## config.mk

```make
export PLATFORM = sky130hd
export DESIGN_NAME = cnfl_div
export DESIGN_NICKNAME = d
export VERILOG_FILES = /design/src/rtl/cnfl_pkg.sv /design/src/rtl/cnfl_div.sv
export SDC_FILE = /design/constraint.sdc
export NUM_CORES = 1
export LEC_CHECK = 0
export BUFFER_PORTS_ARGS = -buffer_cell sky130_fd_sc_hd__buf_2
export CAP_MARGIN = 15
export CELL_PAD_IN_SITES_DETAIL_PLACEMENT = 1
export CELL_PAD_IN_SITES_GLOBAL_PLACEMENT = 2
export CORE_ASPECT_RATIO = 1.75
export CORE_MARGIN = 2
export CORE_UTILIZATION = 25
export DETAILED_ROUTE_END_ITERATION = 10
export PLACE_DENSITY = 0.57
export SLEW_MARGIN = 20
export SYNTH_ARGS = -nofsm -noshare
export SYNTH_HDL_FRONTEND = slang
export SYNTH_SLANG_ARGS = --single-unit
export TNS_END_PERCENT = 100
```

## constraint.sdc

```tcl
create_clock -name clk_i -period 4.2 [get_ports clk_i]
set_clock_uncertainty 0.15 [all_clocks]
set_input_delay 1.26 -clock clk_i [delete_from_list [all_inputs] [get_ports clk_i]]
set_output_delay 1.26 -clock clk_i [all_outputs]
set_load 0.02 [all_outputs]
```

## src/rtl/cnfl_pkg.sv

```systemverilog
package cnfl_pkg;

  // Pool geometry
  localparam int unsigned NUM_CHUNKS      = 16;
  localparam int unsigned NODES_PER_CHUNK = 255;
  localparam int unsigned HEADER_BYTES    = 16;
  localparam int unsigned CHUNK_ALIGN     = 16;

  localparam int unsigned DATA_W   = 32;
  localparam int unsigned NSIZE_W  = 16;
  localparam int unsigned ND_W     = $clog2(NODES_PER_CHUNK + 1);
  localparam int unsigned CH_W     = (NUM_CHUNKS > 1) ? $clog2(NUM_CHUNKS) : 1;
  localparam int unsigned CIDX_W   = $clog2(NUM_CHUNKS + 1);
  localparam int unsigned FREE_W   = 12;
  localparam int unsigned STRIDE_MAX =
    HEADER_BYTES + ((1 << NSIZE_W) - 1) * NODES_PER_CHUNK + CHUNK_ALIGN;
  localparam int unsigned STRIDE_W = $clog2(STRIDE_MAX + 1);
  localparam int unsigned MEM_DEPTH = NUM_CHUNKS * (1 << ND_W);

  // Status codes
  localparam logic [2:0] STAT_OK       = 3'd0;
  localparam logic [2:0] STAT_EMPTY    = 3'd1;
  localparam logic [2:0] STAT_FOREIGN  = 3'd2;
  localparam logic [2:0] STAT_MISALIGN = 3'd3;
  localparam logic [2:0] STAT_DOUBLE   = 3'd4;

  // Operations
  localparam logic OP_ALLOC   = 1'b0;
  localparam logic OP_RELEASE = 1'b1;

  // Register indexes
  localparam logic [1:0] CFG_BASE   = 2'd0;
  localparam logic [1:0] CFG_BYTES  = 2'd1;
  localparam logic [1:0] CFG_NBYTES = 2'd2;

  localparam logic [NSIZE_W-1:0] NBYTES_RST = 16'd8;

endpackage

```

## src/rtl/cnfl_div.sv

```systemverilog
module cnfl_div import cnfl_pkg::*; (
  input  logic                clk_i,
  input  logic                rst_ni,
  input  logic                start_i,
  input  logic [DATA_W-1:0]   dividend_i,
  input  logic [STRIDE_W-1:0] divisor_i,
  output logic                done_o,
  output logic [DATA_W-1:0]   quot_o,
  output logic [STRIDE_W-1:0] rem_o
);

  localparam int unsigned CNT_W = $clog2(DATA_W + 1);

  logic                busy_q, busy_d;
  logic                done_q, done_d;
  logic [CNT_W-1:0]    cnt_q, cnt_d;
  logic [DATA_W-1:0]   quo_q, quo_d;
  logic [STRIDE_W-1:0] rem_q, rem_d;
  logic [STRIDE_W-1:0] dvs_q, dvs_d;
  logic [STRIDE_W:0]   r_sh;
  logic [STRIDE_W:0]   r_sub;
  logic                ge;

  // one quotient bit per cycle, restoring
  always_comb begin
    r_sh   = {rem_q, quo_q[DATA_W-1]};
    ge     = r_sh >= {1'b0, dvs_q};
    r_sub  = r_sh - {1'b0, dvs_q};
    busy_d = busy_q;
    done_d = 1'b0;
    cnt_d  = cnt_q;
    quo_d  = quo_q;
    rem_d  = rem_q;
    dvs_d  = dvs_q;
    if (start_i) begin
      busy_d = 1'b1;
      cnt_d  = CNT_W'(DATA_W);
      quo_d  = dividend_i;
      rem_d  = '0;
      dvs_d  = divisor_i;
    end else if (busy_q) begin
      quo_d = {quo_q[DATA_W-2:0], ge};
      rem_d = ge ? r_sub[STRIDE_W-1:0] : r_sh[STRIDE_W-1:0];
      cnt_d = cnt_q - 1'b1;
      if (cnt_q == CNT_W'(1)) begin
        busy_d = 1'b0;
        done_d = 1'b1;
      end
    end
  end

  always_ff @(posedge clk_i or negedge rst_ni) begin
    if (!rst_ni) begin
      busy_q <= 1'b0;
      done_q <= 1'b0;
      cnt_q  <= '0;
    end else begin
      busy_q <= busy_d;
      done_q <= done_d;
      cnt_q  <= cnt_d;
    end
  end

  always_ff @(posedge clk_i) begin
    quo_q <= quo_d;
    rem_q <= rem_d;
    dvs_q <= dvs_d;
  end

  assign done_o = done_q;
  assign quot_o = quo_q;
  assign rem_o  = rem_q;

endmodule

```

==> qor.yml <==
run_status:
  outcome: "complete, no violations"
grt:
  grt_pass1_vias: 4227
  antenna_found_initial: 0
  grt_pass1_wl_mm: 22.2
  grt_max_degree: 56
  grt_overflow: 0
  top_usage_layer: "met2"
  use_met1_pct: 14.0
  grtUsageTotal_pct: 14.0
  globalRouteMet2Util_pct: 26.0
  grt_use_met3_pct: 4.54
sta:
  final-hold-violation-count: 0
  relSlewSlack_pct: 40.5
  slew_viol_final: 0
  fin_setup_tns_ns: 0
  finalSetupViolCount: 0
  fin_hold_ws_ns: 0.371
  tightestPinTransition_ns: 0.889
  finalCritPeriodShare_pct: 82.1
  rsz0062_at_grt: "no"
  fmax_ghz: 0.290
  finalCriticalPeriod_ns: 3.45
floorplan:
  initial_core_util_pct: 25.5
  num_rows: 67
  pin_count: 116
  die_w_um: 110
  fp.dieH_um: 189
  die_area_sq_um: 20700
  fp.coreArea_sq_um: 19200
route:
  route.vias.total: 3717
  wl_per_cell_um: 17.0
  via_per_inst: 4.69
  drt-total-wl_mm: 13.5
  drt_iter0_drc: 89
  drc: 0
  dr.pass1.iters: 4
  postRouteAntennaNets: 0
finish:
  final_util_pct: 31.4
  diodes: 0
  drive_gt1_share_pct: 33.3
  most-common-layout-cells: "114 x buf_2, 56 x edfxtp_1, 42 x nor2_1, 37 x inv_1, 32 x mux2_2"
  synthToLayoutAreaGrowth_pct: 23.1
  final_cell_count_no_fill: 793
  mostFrequentLayoutCell: "buf_2"
  final_nets: 633
power:
  peakVddDrop_mv: 0.270
  cellLeakagePower_uw: 0.00256
  power_density_nw_per_um2: 705
logic_synthesis:
  synth_edf_count: 56
  ys_async_sr_fraction_pct: 9.09
  yosysWarnings: 0
  netlist_area_sq_um: 4890
  yosysSeqAreaShare_pct: 48.3
  syn-mean-instance-area_sq_um: 11.3
  syn-num-nets: 519
  synth_cells: 433
  ys.flop_type: "edfxtp_1"
  synth_cell_types: 64
  synth-seq-cells: 88
place:
  gp_congestion: 0.706
  dp_hpwl_mm: 10.1
  io_buffers: 115
  dp.cells: 777
cts:
  clock_path_buffers: 2
  postCtsSetupBuffers: 0
  cts_resized: 0
  cts_tree: "done"
  hold_buffers: 0
  cts.sinks: 88
  htree_levels: 3
  clock_latency_ns: 0.36
  numCtsBuffers: 9
  clock-root-buffer: "clkbuf_16"
  clkTransAtPathRegs_ns: 0.07
worst_setup_path:
  cpPeakStageDelay_ns: 0.73
  r2r_start: "dvs_q[6]$_DFFE_PP_"
  path_cells: "inv_1, ha_1, nand3_2, a211oi_4, o211ai_2, a21oi_2, o31ai_4, o21ai_4, buf_4, mux2i_1, a211oi_1"
  cp-start-kind: "flop"
  path_buf_inv: 2
  endpoint_kind: "flop"
  critPathKind: "flop to flop"
  r2r_end: "rem_o[18]$_SDFFE_PP0P_"
  crit_cells: 11
  worstSetupEndpoint: "rem_o[18]$_SDFFE_PP0P_"
  crit_slowest_cell: "o21ai_4"
  reg2reg_slack_ns: 0.75
  r2r_cells: 11
  path_max_fanout: 20
  cpLargestDelayFamily: "compound AO/OA/AOI/OAI gates"
  cp-startpoint: "dvs_q[6]$_DFFE_PP_"
  arrival_ns: 3.52
  required_ns: 4.27
worst_hold_path:
  hold_class: "flop to flop"
flow_run:
  drv_cap: 0
==> state kept, by name (all words and copies together) (netlist names) <==
signal,flops
busy_q,1
cnt_q,6
done_o,1
dvs_q,24
quot_o,32
rem_o,24
==> Yosys cell counts (2+ instances only) <==
cell type | n | area share [%]
a211oi_1 | 28 | 4.3
a21o_1 | 3 | 0.46
a21oi_1 | 15 | 1.5
a21oi_2 | 2 | 0.36
a31oi_1 | 2 | 0.26
and2_1 | 4 | 0.51
buf_1 | 2 | 0.15
clkbuf_1 | 11 | 0.84
dfrtp_1 | 8 | 4.1
dfxtp_1 | 24 | 9.8
edfxtp_1 | 56 | 34
ha_1 | 26 | 6.7
inv_1 | 37 | 2.8
mux2_2 | 32 | 7.4
mux2i_1 | 21 | 4.3
nand2_1 | 22 | 1.7
nand2b_1 | 3 | 0.38
nand3b_1 | 2 | 0.31
nand4_1 | 2 | 0.26
nor2_1 | 42 | 3.2
nor3_1 | 8 | 0.82
o211ai_1 | 5 | 0.77
o21ai_0 | 10 | 1.0
o221a_2 | 2 | 0.46
o31ai_1 | 2 | 0.31
or3_1 | 3 | 0.38
xnor2_1 | 18 | 3.2
xor2_1 | 7 | 1.3
==> worst register-to-register path, stage by stage (launching register included) <==
cell	delay (ns)
edfxtp_1	0.33
inv_1	0.04
ha_1	0.34
nand3_2	0.19
a211oi_4	0.34
o211ai_2	0.16
a21oi_2	0.27
o31ai_4	0.10
o21ai_4	0.73
buf_4	0.34
mux2i_1	0.23
a211oi_1	0.09
==> stage by stage <==
| step | area [sq um] | setup WS (ns) | total power (uW) |
|---|---|---|---|
| 2_1_floorplan | 4890 | 1.10 | 2900 |
| 3_3_place_gp | 5720 | 0.796 | 3450 |
| 3_5_place_dp | 5720 | 0.698 | 3470 |
| 4_1_cts | 6020 | 0.684 | 4350 |
| 5_1_grt | 6020 | 0.434 | 4580 |
| 6_report | 6020 | 0.750 | 4240 |
==> kinds of logic (layout without fill, tap and decap cells) <==
kind of cell | Yosys count | after routing | synth area share (%)
flip-flops | 88 | 88 | 48.3
AO/OA/AOI/OAI | 86 | 86 | 13.5
XOR/XNOR | 25 | 25 | 4.48
buffers and inverters | 53 | 172 | 4.66
multiplexers | 54 | 54 | 11.9
adder cells (fa/ha/maj) | 27 | 27 | 7.06
AND/OR/NAND/NOR | 100 | 100 | 10.1
==> how the worst min path moves through the flow <==
stage,end,start,depth (start not counted)
2_1_floorplan,cnt_q[5]$_DFFE_PN0P_,cnt_q[5]$_DFFE_PN0P_,2
3_3_place_gp,rem_o[11]$_SDFFE_PP0P_,rem_o[11]$_SDFFE_PP0P_,2
3_5_place_dp,cnt_q[5]$_DFFE_PN0P_,cnt_q[5]$_DFFE_PN0P_,2
4_1_cts,cnt_q[5]$_DFFE_PN0P_,cnt_q[5]$_DFFE_PN0P_,2
5_1_grt,rem_o[11]$_SDFFE_PP0P_,rem_o[11]$_SDFFE_PP0P_,2
6_report,cnt_q[5]$_DFFE_PN0P_,cnt_q[5]$_DFFE_PN0P_,2
==> cell type report <==
type                            count  area (sq um)
Sequential cell                    88          2360
Clock buffer                       10           229
Clock inverter                      6          67.6
Multi-Input combinational cell    292          2300
Timing Repair Buffer              119           621
Fill cell                        2174         13200
Inverter                           37           139
Tap cell                          241           302
==> power breakdown <==
group	leakage (uW)	total, uW	internal (uW)	switching, uW
logic	0.00156	2070	862	1210
registers	0.000868	1330	1150	184
clock network	0.000139	839	465	375
==> per-layer routing <==
layer / up-vias / wire (um) / part of all wire (%)
met5: - / 0 / 0
met4: 0 / 296 / 2.2
met3: 17 / 761 / 5.7
met2: 78 / 7450 / 55
met1: 1812 / 4950 / 37
li1: 1810 / - / -
Note: power is estimated with default switching activity, not from simulation.
